$ cat src/sv/utf_enc_pkg.sv
package utf_enc_pkg;

  // Top six bits of a UTF-16 code unit that mark a surrogate.
  localparam logic [5:0] SurrogateHiTag = 6'b110110;
  localparam logic [5:0] SurrogateLoTag = 6'b110111;

  // Code point used for every unpaired surrogate.
  localparam logic [20:0] ReplacementChar = 21'h00FFFD;
  // Offset added to a combined surrogate pair.
  localparam logic [20:0] SupplementaryBase = 21'h010000;

  localparam int unsigned CountWidth = 17;
  localparam int unsigned MaxBytes = 6;

  typedef logic [20:0] code_point_t;

  // Per-string state that carries from one code unit to the next.
  typedef struct packed {
    logic                  pending_valid;
    logic [9:0]            pending_high;
    logic [CountWidth-1:0] byte_count;
    logic                  aborted;
  } str_state_t;

  // Everything one code unit produces, handed to the byte serialiser.
  typedef struct packed {
    logic [MaxBytes-1:0][7:0] bytes;
    logic [2:0]               count;
    logic                     ovf;
    logic                     done;
    logic [CountWidth-1:0]    base;
  } bundle_t;

  // Number of UTF-8 bytes needed for a code point.
  function automatic logic [2:0] enc_len(input code_point_t cp);
    logic [2:0] len;
    if (cp < 21'h000080) begin
      len = 3'd1;
    end else if (cp < 21'h000800) begin
      len = 3'd2;
    end else if (cp < 21'h010000) begin
      len = 3'd3;
    end else begin
      len = 3'd4;
    end
    return len;
  endfunction

  // UTF-8 bytes of a code point, first byte at index 0.
  function automatic logic [3:0][7:0] enc_bytes(input code_point_t cp);
    logic [3:0][7:0] b;
    b = '0;
    if (cp < 21'h000080) begin
      b[0] = {1'b0, cp[6:0]};
    end else if (cp < 21'h000800) begin
      b[0] = {3'b110, cp[10:6]};
      b[1] = {2'b10, cp[5:0]};
    end else if (cp < 21'h010000) begin
      b[0] = {4'b1110, cp[15:12]};
      b[1] = {2'b10, cp[11:6]};
      b[2] = {2'b10, cp[5:0]};
    end else begin
      b[0] = {5'b11110, cp[20:18]};
      b[1] = {2'b10, cp[17:12]};
      b[2] = {2'b10, cp[11:6]};
      b[3] = {2'b10, cp[5:0]};
    end
    return b;
  endfunction

endpackage

$ cat src/sv/utf_enc_unit_if.sv
interface utf_enc_unit_if;
  logic        valid;
  logic        ready;
  logic [15:0] code_unit;
  logic        string_end;

  modport source (output valid, output code_unit, output string_end, input ready);
  modport sink (input valid, input code_unit, input string_end, output ready);
endinterface

$ cat src/sv/utf_enc_byte_if.sv
interface utf_enc_byte_if;
  logic        valid;
  logic        ready;
  logic [7:0]  out_byte;
  logic        run_last;
  logic        string_done;
  logic        overflow;
  logic [16:0] total_bytes;

  modport source (
    output valid, output out_byte, output run_last, output string_done,
    output overflow, output total_bytes, input ready
  );
  modport sink (
    input valid, input out_byte, input run_last, input string_done,
    input overflow, input total_bytes, output ready
  );
endinterface

$ cat src/sv/utf_enc_decode.sv
module utf_enc_decode (
  input  logic [15:0]             code_unit,
  input  logic                    string_end,
  input  utf_enc_pkg::str_state_t st,
  input  logic [16:0]             cap,
  output utf_enc_pkg::bundle_t    bnd,
  output utf_enc_pkg::str_state_t st_next
);

  logic                     is_hi;
  logic                     is_lo;
  logic                     new_valid;
  utf_enc_pkg::code_point_t new_cp;
  utf_enc_pkg::code_point_t pair_cp;
  logic                     c0_valid;
  logic                     c1_valid;
  utf_enc_pkg::code_point_t c0;
  utf_enc_pkg::code_point_t c1;
  logic [2:0]               len0;
  logic [2:0]               len1;
  logic [3:0][7:0]          b0;
  logic [3:0][7:0]          b1;
  logic                     fit0;
  logic                     fit1;
  logic                     emit0;
  logic                     emit1;
  logic                     abort;
  logic                     hold;
  logic                     aborted_after;
  logic [2:0]               nbytes;

  assign is_hi = (code_unit[15:10] == utf_enc_pkg::SurrogateHiTag);
  assign is_lo = (code_unit[15:10] == utf_enc_pkg::SurrogateLoTag);

  // The unit on its own: a high surrogate that does not end the string is held.
  assign new_valid = !(is_hi && !string_end);
  assign new_cp    = (is_hi || is_lo) ? utf_enc_pkg::ReplacementChar : {5'd0, code_unit};
  assign pair_cp   = utf_enc_pkg::SupplementaryBase
                   + {1'b0, st.pending_high, code_unit[9:0]};

  always_comb begin
    if (st.pending_valid) begin
      c0_valid = 1'b1;
      c0       = is_lo ? pair_cp : utf_enc_pkg::ReplacementChar;
      c1_valid = !is_lo && new_valid;
      c1       = new_cp;
    end else begin
      c0_valid = new_valid;
      c0       = new_cp;
      c1_valid = 1'b0;
      c1       = new_cp;
    end
  end

  assign hold = !st.aborted && !(st.pending_valid && is_lo) && is_hi && !string_end;

  assign len0 = utf_enc_pkg::enc_len(c0);
  assign len1 = utf_enc_pkg::enc_len(c1);
  assign b0   = utf_enc_pkg::enc_bytes(c0);
  assign b1   = utf_enc_pkg::enc_bytes(c1);

  assign fit0 = (18'(st.byte_count) + 18'(len0)) <= 18'(cap);
  assign fit1 = (18'(st.byte_count) + 18'(len0) + 18'(len1)) <= 18'(cap);

  // A character is written whole or not at all; the first miss aborts the string.
  assign emit0 = !st.aborted && c0_valid && fit0;
  assign emit1 = emit0 && c1_valid && fit1;
  assign abort = !st.aborted && ((c0_valid && !fit0) || (emit0 && c1_valid && !fit1));
  assign aborted_after = st.aborted || abort;

  assign nbytes = (emit0 ? len0 : 3'd0) + (emit1 ? len1 : 3'd0);

  always_comb begin
    int j;
    j = 0;
    for (int k = 0; k < utf_enc_pkg::MaxBytes; k++) begin
      j = k - int'(len0);
      if (k < int'(len0)) begin
        bnd.bytes[k] = b0[2'(k)];
      end else if (j < 4) begin
        bnd.bytes[k] = b1[2'(j)];
      end else begin
        bnd.bytes[k] = 8'h00;
      end
    end
    bnd.ovf   = string_end && aborted_after;
    bnd.count = nbytes + {2'd0, string_end && aborted_after};
    bnd.done  = string_end;
    bnd.base  = st.byte_count;
  end

  always_comb begin
    if (string_end) begin
      st_next = '0;
    end else begin
      st_next.pending_valid = hold && !abort;
      st_next.pending_high  = (hold && !abort) ? code_unit[9:0] : 10'd0;
      st_next.byte_count    = st.byte_count + 17'(nbytes);
      st_next.aborted       = aborted_after;
    end
  end

endmodule

$ cat src/sv/utf_enc_emit.sv
module utf_enc_emit (
  input  logic                  clk,
  input  logic                  rst,
  input  logic                  load,
  input  utf_enc_pkg::bundle_t  bnd_in,
  output logic                  slot_free,
  utf_enc_byte_if.source        utf8
);

  logic                 bv;
  utf_enc_pkg::bundle_t bnd;
  logic [2:0]           idx;
  logic                 out_adv;
  logic                 take;
  logic                 last;
  logic                 is_ovf;

  assign out_adv   = !utf8.valid || utf8.ready;
  assign take      = bv && out_adv;
  assign last      = (idx == bnd.count - 3'd1);
  assign is_ovf    = bnd.ovf && last;
  assign slot_free = !bv || (take && last);

  always_ff @(posedge clk) begin
    if (rst) begin
      bv  <= 1'b0;
      idx <= '0;
    end else if (load) begin
      bv  <= 1'b1;
      idx <= '0;
    end else if (take && last) begin
      bv <= 1'b0;
    end else if (take) begin
      idx <= idx + 3'd1;
    end
  end

  always_ff @(posedge clk) begin
    if (load) begin
      bnd <= bnd_in;
    end
  end

  always_ff @(posedge clk) begin
    if (rst) begin
      utf8.valid <= 1'b0;
    end else if (take) begin
      utf8.valid <= 1'b1;
    end else if (utf8.ready) begin
      utf8.valid <= 1'b0;
    end
  end

  // The overflow beat carries a zero byte and the count before the overflow.
  always_ff @(posedge clk) begin
    if (take) begin
      utf8.out_byte    <= is_ovf ? 8'h00 : bnd.bytes[idx];
      utf8.run_last    <= last;
      utf8.string_done <= last && bnd.done;
      utf8.overflow    <= is_ovf;
      utf8.total_bytes <= bnd.base + 17'(idx) + (is_ovf ? 17'd0 : 17'd1);
    end
  end

endmodule

$ cat src/sv/utf16_to_utf8_encoder.sv
// Channel  Direction  Beat payload
// -------  ---------  ------------------------------------------------------
// units    in         code_unit[15:0], string_end
// utf8     out        out_byte[7:0], run_last, string_done, overflow,
//                     total_bytes[16:0]
// cfg      in         cfg_we, cfg_wdata[16:0] (output capacity)
//
// A code unit passes the input, bundle and output registers before its first
// output beat. The byte serialiser sends one byte per cycle unless the output
// stalls, so a unit holds it until its results (one to six) are out; unstalled
// single-byte units flow one per cycle. Reset clears all string state and sets
// the capacity to 65536. Either side may stall at any time: the output register
// holds its beat and the input register fills and then drops ready.
module utf16_to_utf8_encoder #(
  parameter int unsigned MAX_BYTES = 65536
) (
  input  logic            clk,
  input  logic            rst,
  input  logic            cfg_we,
  input  logic [16:0]     cfg_wdata,
  utf_enc_unit_if.sink    units,
  utf_enc_byte_if.source  utf8
);

  // The capacity in force never exceeds MAX_BYTES. The register is only 17 bits
  // wide, so any larger limit leaves the written value untouched.
  localparam logic [16:0] MaxCap = (MAX_BYTES > 131071) ? 17'h1FFFF : 17'(MAX_BYTES);

  logic [16:0]             capacity;
  logic [16:0]             cap_eff;

  // Input register: one code unit waiting for the decoder.
  logic                    in_valid;
  logic [15:0]             unit_q;
  logic                    end_q;

  utf_enc_pkg::str_state_t st;
  utf_enc_pkg::str_state_t st_next;
  utf_enc_pkg::bundle_t    dec_bnd;

  logic                    slot_free;
  logic                    consume;
  logic                    load;

  always_ff @(posedge clk) begin
    if (rst) begin
      capacity <= 17'h10000;
    end else if (cfg_we) begin
      capacity <= cfg_wdata;
    end
  end

  assign cap_eff = (capacity > MaxCap) ? MaxCap : capacity;

  // The decoder works on the held unit as soon as the serialiser can take its
  // bytes. The string state moves on in the same cycle, so the next unit sees
  // it at once. A unit with no bytes (a held high surrogate, or a unit after an
  // abort that does not end the string) just updates the state.
  assign consume     = in_valid && slot_free;
  assign load        = consume && (dec_bnd.count != 3'd0);
  assign units.ready = !in_valid || consume;

  always_ff @(posedge clk) begin
    if (rst) begin
      in_valid <= 1'b0;
    end else if (units.valid && units.ready) begin
      in_valid <= 1'b1;
    end else if (consume) begin
      in_valid <= 1'b0;
    end
  end

  always_ff @(posedge clk) begin
    if (units.valid && units.ready) begin
      unit_q <= units.code_unit;
      end_q  <= units.string_end;
    end
  end

  always_ff @(posedge clk) begin
    if (rst) begin
      st <= '0;
    end else if (consume) begin
      st <= st_next;
    end
  end

  utf_enc_decode u_decode (
    .code_unit  (unit_q),
    .string_end (end_q),
    .st         (st),
    .cap        (cap_eff),
    .bnd        (dec_bnd),
    .st_next    (st_next)
  );

  utf_enc_emit u_emit (
    .clk       (clk),
    .rst       (rst),
    .load      (load),
    .bnd_in    (dec_bnd),
    .slot_free (slot_free),
    .utf8      (utf8)
  );

  // An abort drops any held high surrogate.
  a_no_pending_when_aborted : assert property (
    @(posedge clk) disable iff (rst) !(st.pending_valid && st.aborted)
  ) else $error("held surrogate survives an aborted string");

  // The overflow report is always the single closing beat of its string.
  a_overflow_closes_string : assert property (
    @(posedge clk) disable iff (rst)
    utf8.valid && utf8.overflow |->
      utf8.run_last && utf8.string_done && (utf8.out_byte == 8'h00)
  ) else $error("overflow beat does not close the string");

  // Once the end of a string is decoded the next unit starts from clean state.
  a_state_cleared_at_end : assert property (
    @(posedge clk) disable iff (rst)
    consume && end_q |=>
      !st.pending_valid && !st.aborted && (st.byte_count == 17'd0)
  ) else $error("string state not cleared after string end");

endmodule

$ cat src/flat_wrapper.sv
// flat-port wrapper written by rule: the top's interface ports become plain ports
module utf16_to_utf8_encoder_flat 
#(
  parameter int unsigned MAX_BYTES = 65536
)
  (clk, rst, cfg_we, cfg_wdata, units_valid, units_code_unit, units_string_end, units_ready, utf8_valid, utf8_out_byte, utf8_run_last, utf8_string_done, utf8_overflow, utf8_total_bytes, utf8_ready);
  utf_enc_unit_if units_i ();
  utf_enc_byte_if utf8_i ();
  input  logic clk;
  input  logic rst;
  input  logic cfg_we;
  input  logic [16:0] cfg_wdata;
  input wire logic [$bits(units_i.valid)-1:0] units_valid;
  input wire logic [$bits(units_i.code_unit)-1:0] units_code_unit;
  input wire logic [$bits(units_i.string_end)-1:0] units_string_end;
  output wire logic [$bits(units_i.ready)-1:0] units_ready;
  output wire logic [$bits(utf8_i.valid)-1:0] utf8_valid;
  output wire logic [$bits(utf8_i.out_byte)-1:0] utf8_out_byte;
  output wire logic [$bits(utf8_i.run_last)-1:0] utf8_run_last;
  output wire logic [$bits(utf8_i.string_done)-1:0] utf8_string_done;
  output wire logic [$bits(utf8_i.overflow)-1:0] utf8_overflow;
  output wire logic [$bits(utf8_i.total_bytes)-1:0] utf8_total_bytes;
  input wire logic [$bits(utf8_i.ready)-1:0] utf8_ready;
  assign units_i.valid = units_valid;
  assign units_i.code_unit = units_code_unit;
  assign units_i.string_end = units_string_end;
  assign units_ready = units_i.ready;
  assign utf8_valid = utf8_i.valid;
  assign utf8_out_byte = utf8_i.out_byte;
  assign utf8_run_last = utf8_i.run_last;
  assign utf8_string_done = utf8_i.string_done;
  assign utf8_overflow = utf8_i.overflow;
  assign utf8_total_bytes = utf8_i.total_bytes;
  assign utf8_i.ready = utf8_ready;
  utf16_to_utf8_encoder #(.MAX_BYTES(MAX_BYTES)) u_core (.clk(clk), .rst(rst), .cfg_we(cfg_we), .cfg_wdata(cfg_wdata), .units(units_i), .utf8(utf8_i));
endmodule
$ cat config.mk
export PLATFORM = sky130hd
export DESIGN_NAME = utf16_to_utf8_encoder_flat
export DESIGN_NICKNAME = d
export VERILOG_FILES = /design/src/sv/utf_enc_pkg.sv /design/src/sv/utf_enc_unit_if.sv /design/src/sv/utf_enc_byte_if.sv /design/src/sv/utf_enc_decode.sv /design/src/sv/utf_enc_emit.sv /design/src/sv/utf16_to_utf8_encoder.sv /design/src/flat_wrapper.sv
export SDC_FILE = /design/constraint.sdc
export NUM_CORES = 1
export LEC_CHECK = 0
export BUFFER_PORTS_ARGS = -buffer_cell sky130_fd_sc_hd__buf_2
export CELL_PAD_IN_SITES_DETAIL_PLACEMENT = 1
export CELL_PAD_IN_SITES_GLOBAL_PLACEMENT = 1
export CORE_UTILIZATION = 35
export CTS_BUF_LIST = sky130_fd_sc_hd__clkbuf_2
export DETAILED_ROUTE_END_ITERATION = 8
export PLACE_DENSITY_LB_ADDON = 0.15
export RECOVER_POWER = 25
export SYNTH_ARGS = -nofsm -noshare
export SYNTH_HDL_FRONTEND = slang
export SYNTH_SLANG_ARGS = --single-unit
$ cat constraint.sdc
create_clock -name clk -period 10.79 [get_ports clk]
set_input_delay 2.158 -clock clk [delete_from_list [all_inputs] [get_ports clk]]
set_output_delay 2.158 -clock clk [all_outputs]
set_load 0.03 [all_outputs]
* Yosys cells after proc, flatten, opt, wreduce, memory -nomap -nowiden
Cells that the tools add are included.
** Cells by class
- Add/sub/neg operators :: 16
- $lt $le $gt $ge :: 28
- Equality and inequality tests :: 3
- Mux-type cells :: 65
- Bitwise logic cells :: 1
- Reduce and logical (&&, ||, !) cells :: 45
** Operator list (number)
- $mux 8 :: 29
- $bmux 8 s2 :: 6
- $mux 16 :: 4
- $mux 22 :: 2
- $mux 21 :: 2
- $le 18x17->1 :: 2
- $add 17x3->17 :: 2
- $mux 29 :: 1
- $bmux 8 s3 :: 1
- $lt 2x4->1 const B :: 6
- $lt 4x4->1 const B :: 6
- $mux 24 :: 1
- $mux 3 :: 8
- $logic_and 1x1->1 :: 22
- $add 17x20->21 const A :: 1
- $lt 21x12->1 const B :: 1
- $lt 21x17->1 const B :: 1
- $lt 21x8->1 const B :: 1
- $add 17x3->18 :: 1
- $add 18x3->18 :: 1
- $add 17x1->17 :: 1
- $gt 17x17->1 const B :: 1
- $lt 16x17->1 const B :: 1
- $mux 17 :: 1
- other kinds (24) :: 56
** Word-level totals
- Flip-flop bits (word level) :: 167
- Input port bits :: 39
- Output and inout port bits :: 30

* Logic depth before layout (Yosys ltp)
- Word-level depth :: 21
- Mapped depth :: 38

* Hierarchy
From an unflattened synthesis, not the netlist that was laid out.
** Second synthesis, totals
- Cells, all modules :: 1148
- Area total of the unflattened synthesis :: 10875.4 um^2
** By module, submodules not included
- utf_enc_decode :: times used 1, cells each 679, area each 4383.0 um^2, sequential area each 0.0 um^2
- utf_enc_emit :: times used 1, cells each 239, area each 4135.2 um^2, sequential area each 3042.9 um^2
- utf16_to_utf8_encoder :: times used 1, cells each 230, area each 2357.3 um^2, sequential area each 1451.4 um^2

* Worst setup path after synthesis
No wires, ideal clock.
- Kind :: reg-to-reg
- Start :: reg, netlist name u_core.st[24]
- End :: reg u_core.u_emit.bnd[0] (netlist name) (enable)
- Setup time :: 0.540 ns
- Arrival :: 11.117 ns
- Required time :: 10.250 ns
- Setup slack :: -0.867 ns
- Stages on the path, launching flop included :: 30
- Path buffers :: 1
- Cell sequence :: dfxtp_1 ha_1 nand2b_1 mux2_2 o32a_1 o31a_1 clkbuf_1 ha_1 inv_1 fa_1 fa_1 nor2_1 nand4_1 or4_1 nand2b_1 xnor2_1 ha_1 a211o_1 o211ai_1 a21oi_1 or4_1 o22ai_1 o41ai_2 or4_1 fa_1 inv_1 ha_1 xnor2_1 o21ai_0 a31oi_1
** On the way
- Longest elaborated chain between the ends :: 19
- Elaborated cells between the ends (all ways) :: 30
** Ends and longest elaborated chain
- $add 17x20->21 (*) :: RTL line utf_enc_decode.sv:39 : + {1'b0, st.pending_high, code_unit[9:0]};
- $mux 21 (*) :: RTL line utf_enc_decode.sv:44 : c0 = is_lo ? pair_cp : utf_enc_pkg::ReplacementChar;
- $mux 21 (*) :: RTL line utf_enc_decode.sv:42 : if (st.pending_valid) begin
- $lt 21x17->1 :: RTL line utf_enc_pkg.sv:41 : end else if (cp < 21'h010000) begin
- $mux 3 :: RTL line utf_enc_pkg.sv:41
- $mux 3 :: RTL line utf_enc_pkg.sv:39 : end else if (cp < 21'h000800) begin
- $mux 3 (*) :: RTL line utf_enc_pkg.sv:37 : if (cp < 21'h000080) begin
- parallel branches: the longest is 9 deep, another holds $add 17x3->18
- $add 3x1->3 (*) :: RTL line utf_enc_decode.sv:87 : bnd.count = nbytes + {2'd0, string_end && aborted_after};
- $reduce_bool 3->1 (*) :: RTL line utf16_to_utf8_encoder.sv:60 : assign load = consume && (dec_bnd.count != 3'd0);
- $logic_and 1x1->1 (*) :: RTL line utf16_to_utf8_encoder.sv:60
- net u_core.load :: RTL line utf16_to_utf8_encoder.sv:43 : logic load;
- end signal, assigned :: RTL line utf_enc_emit.sv:40 : bnd <= bnd_in;
- end, declared :: RTL line utf_enc_emit.sv:11 : utf_enc_pkg::bundle_t bnd;
Mark *: on every way through the listed nets, which the timed path passes.
A chain may end at the register's enable or synchronous reset.

* Worst setup path in the final report
- Start :: reg, netlist name u_core.st[28]
- End :: reg u_core.u_emit.bnd[36] (netlist name) (enable)
** On the way
- Longest elaborated chain between the ends :: 17
- Elaborated cells between the ends (all ways) :: 31
** Ends and longest elaborated chain (RTL line)
- parallel branches: the longest is 14 deep, another holds $lt 21x17->1
- $add 3x1->3 (*) :: utf_enc_decode.sv:87
- $reduce_bool 3->1 (*) :: utf16_to_utf8_encoder.sv:60
- $logic_and 1x1->1 (*) :: utf16_to_utf8_encoder.sv:60
- net u_core.load :: utf16_to_utf8_encoder.sv:43
Marked as above.

==> results.yml <==
hold_path:
  min_path_type: "register to register"
power:
  leakagePower_nw: 4.00
  p_clk_frac: 0.266
  ir_drop_mv: 0.0525
  power_switching_mw: 0.416
  finalPower_mw: 1.29
  p_int_mw: 0.871
  power.density_mw_per_mm2: 119
  p_comb_frac: 0.151
  swShare: 0.323
  seq_power_share: 0.583
die:
  initial_core_util: 0.355
  ios: 69
  dieArea_mm2: 0.0289
  core_mm2: 0.0278
  row_count: 61
  chipHeight_um: 170
  dieWidth_um: 170
global_route:
  grt.overflow.total: 0
  use_met1: 0.302
  grt_pass1_wl_um: 43500
  grt_use_met2: 0.291
  grt_pass1_vias: 7461
  top_usage_layer: "met1"
  grt_usage: 0.195
  antenna_found_initial: 1
  met3_usage: 0.0198
  grt_max_degree: 49
layout:
  layout_commonest_cell: "edfxtp_1"
  drive_gt1_frac: 0.150
  regArea_mm2: 0.00449
  nFillCells: 3197
  fin_nets: 1107
  layout_common_cells: "edfxtp_1 (115), nor2_1 (105), nand2_1 (72), buf_2 (67), ha_1 (54)"
  area_delta_synth_final_pct: 9.18
  multi_input_area_mm2: 0.00502
  final_area_mm2: 0.0108
clocking:
  clkTransAtPathRegs_ns: 0.28
  cts_max_level: 4
  max-clock-path-buffers: 2
  clock_sinks: 167
  cts_setup_buffers: 0
  cts-root-buf: "clkbuf_2"
  hold_buffers: 0
  numCtsBuffers: 17
  insertion_delay_ns: 0.75
  cts_tree: "yes"
  ctsResizeCount: 0
placement:
  dpl_cell_area_mm2: 0.0106
  gp_congestion: 0.846
  io_buffers: 68
  dp_hpwl_um: 20800
timing:
  worst_slew_pin_slew_ns: 1.49
  setup_violations: 0
  rsz0062_at_grt: "no"
  max_slew_margin: 0.00552
  finalCriticalPeriod_ns: 9.63
  hold_slack_ns: 0.552
  finalHoldViolCount: 0
  drv_slew: 0
  tns_ns: 0
  fin_skew_ns: 0.0553
  fmax_mhz: 104
  period_share: 0.893
setup_path:
  crit_buf_inv: 5
  path_max_fanout: 48
  critical-path-max-stage-delay_ns: 0.76
  arrival_ns: 10.02
  required_ns: 11.17
  path_delay_family: "simple AND/OR/NAND/NOR gates"
  worst_setup_path_end_kind: "register"
  cp-start-kind: "register"
  cp_common_cell: "ha_1"
  slowest_stage: "dfxtp_1"
  path_class: "register to register"
logic_synthesis:
  yosys.cell_types.count: 82
  avgSynthCellArea_um2: 10.3
  synth_edf_count: 115
  syn_inst: 958
  yosys_register_bits: 167
  synth_top_flop_cell: "edfxtp_1"
  ys_warn_count: 0
  syn_area_mm2: 0.00987
  ys_async_sr_fraction: 0
  ys_seq_area_frac: 0.455
  syn_nets: 1057
drt:
  num_vias: 7431
  avgViaCountPerCell: 5.31
  drt-total-wl_um: 27100
  wl_per_cell_um: 19.4
  dr.first_iter.drc_count: 490
  ant_nets: 0
  drc_errors: 0
  drtPass1Iterations: 5
job:
  drv_cap: 0
status:
  status: "complete, no violations"
-- cell usage after synthesis (all sizes together) (5+ instances only) --
master	n	area, um^2
a22oi	10	75.1
fa	6	120
buf	18	115
nor4	7	43.8
xnor2	40	350
a211oi	7	57.6
a31oi	6	50.0
o22a	6	52.6
inv	32	120
a21oi	47	243
nand4	15	100
nor3	29	150
and2	6	37.5
or4	7	52.6
xor2	23	201
a21o	12	90.1
nor2	107	407
edfxtp	115	3450
nand2	73	277
nor2b	13	81.3
mux2	15	169
nand3	24	120
mux2i	21	210
nor3b	8	60.1
o22ai	23	144
clkbuf	30	113
o31a	7	61.3
o31ai	7	57.6
or3	12	75.1
nand2b	8	50.1
dfxtp	52	1040
mux4	8	180
o211ai	5	37.5
o21ai	37	185
a22o	14	123
ha	54	676
-- sequential cells by signal, indices dropped and copies added, names as in the netlist --
register,cells
u_core.u_emit.bnd,70
u_core.st,29
u_core.capacity,17
u_core.u_emit.utf8.total_bytes,17
u_core.unit_q,16
u_core.u_emit.utf8.out_byte,8
u_core.u_emit.idx,3
u_core.end_q,1
u_core.in_valid,1
u_core.u_emit.bv,1
u_core.u_emit.utf8.overflow,1
u_core.u_emit.utf8.run_last,1
u_core.u_emit.utf8.string_done,1
u_core.u_emit.utf8.valid,1
-- cells by family (layout without fill, tap and decap cells) --
kind of cell,after synthesis,count (layout),share of synthesized area
other cells,1,2,0.000380
buf+inv,84,146,0.0374
flops,167,167,0.455
mux,44,44,0.0567
simple gates,324,324,0.159
fa+ha+maj,60,60,0.0806
compound gates,214,214,0.152
xor+xnor,64,64,0.0583
-- through the flow --
stage,setup WS [ns],utilization,cells
6_report,1.16,0.388,1399
3_3_place_gp,1.59,0.380,1367
5_1_grt,0.568,0.388,1399
4_1_cts,1.19,0.388,1398
2_1_floorplan,0.772,-,958
3_5_place_dp,1.26,0.380,1367
-- path summary, 6_finish.rpt --
kind / startpoint / end / slack (ns) / cells after the start
max: u_core.st[28]$_SDFFE_PP0P_ / u_core.u_emit.bnd[36]$_SDFFCE_PN0P_ / 1.16 / 31
min: u_core.st[1]$_SDFFE_PP0P_ / u_core.u_emit.bnd[0]$_DFFE_PP_ / 0.55 / 0
max reg2reg: u_core.st[28]$_SDFFE_PP0P_ / u_core.u_emit.bnd[36]$_SDFFCE_PN0P_ / 1.16 / 31
min reg2reg: u_core.st[1]$_SDFFE_PP0P_ / u_core.u_emit.bnd[0]$_DFFE_PP_ / 0.55 / 0
-- per-layer routing --
layer | part of all wire | wire [um]
met5 | 0 | 0
met4 | 0.010 | 284
met2 | 0.42 | 11400
met1 | 0.54 | 14500
met3 | 0.031 | 841
-- cell type report --
type	instances	share of cell area
diodes	1	0.000232
inverters	36	0.0131
flip-flops and latches	167	0.417
well taps	378	0.0439
clock buffers	17	0.00790
multi-input cells	707	0.466
clock inverters	14	0.0127
repair buffers	79	0.0388
-- power by group through the flow --
stage          Clock (mW)  Sequential [mW]  Combinational, mW
2_1_floorplan           0            0.770              0.124
3_5_place_dp            0            0.764              0.196
4_1_cts             0.359            0.750              0.197
3_3_place_gp            0            0.762              0.193
6_report            0.343            0.750              0.195
5_1_grt             0.380            0.755              0.217
Power figures use the tool's default switching activity.
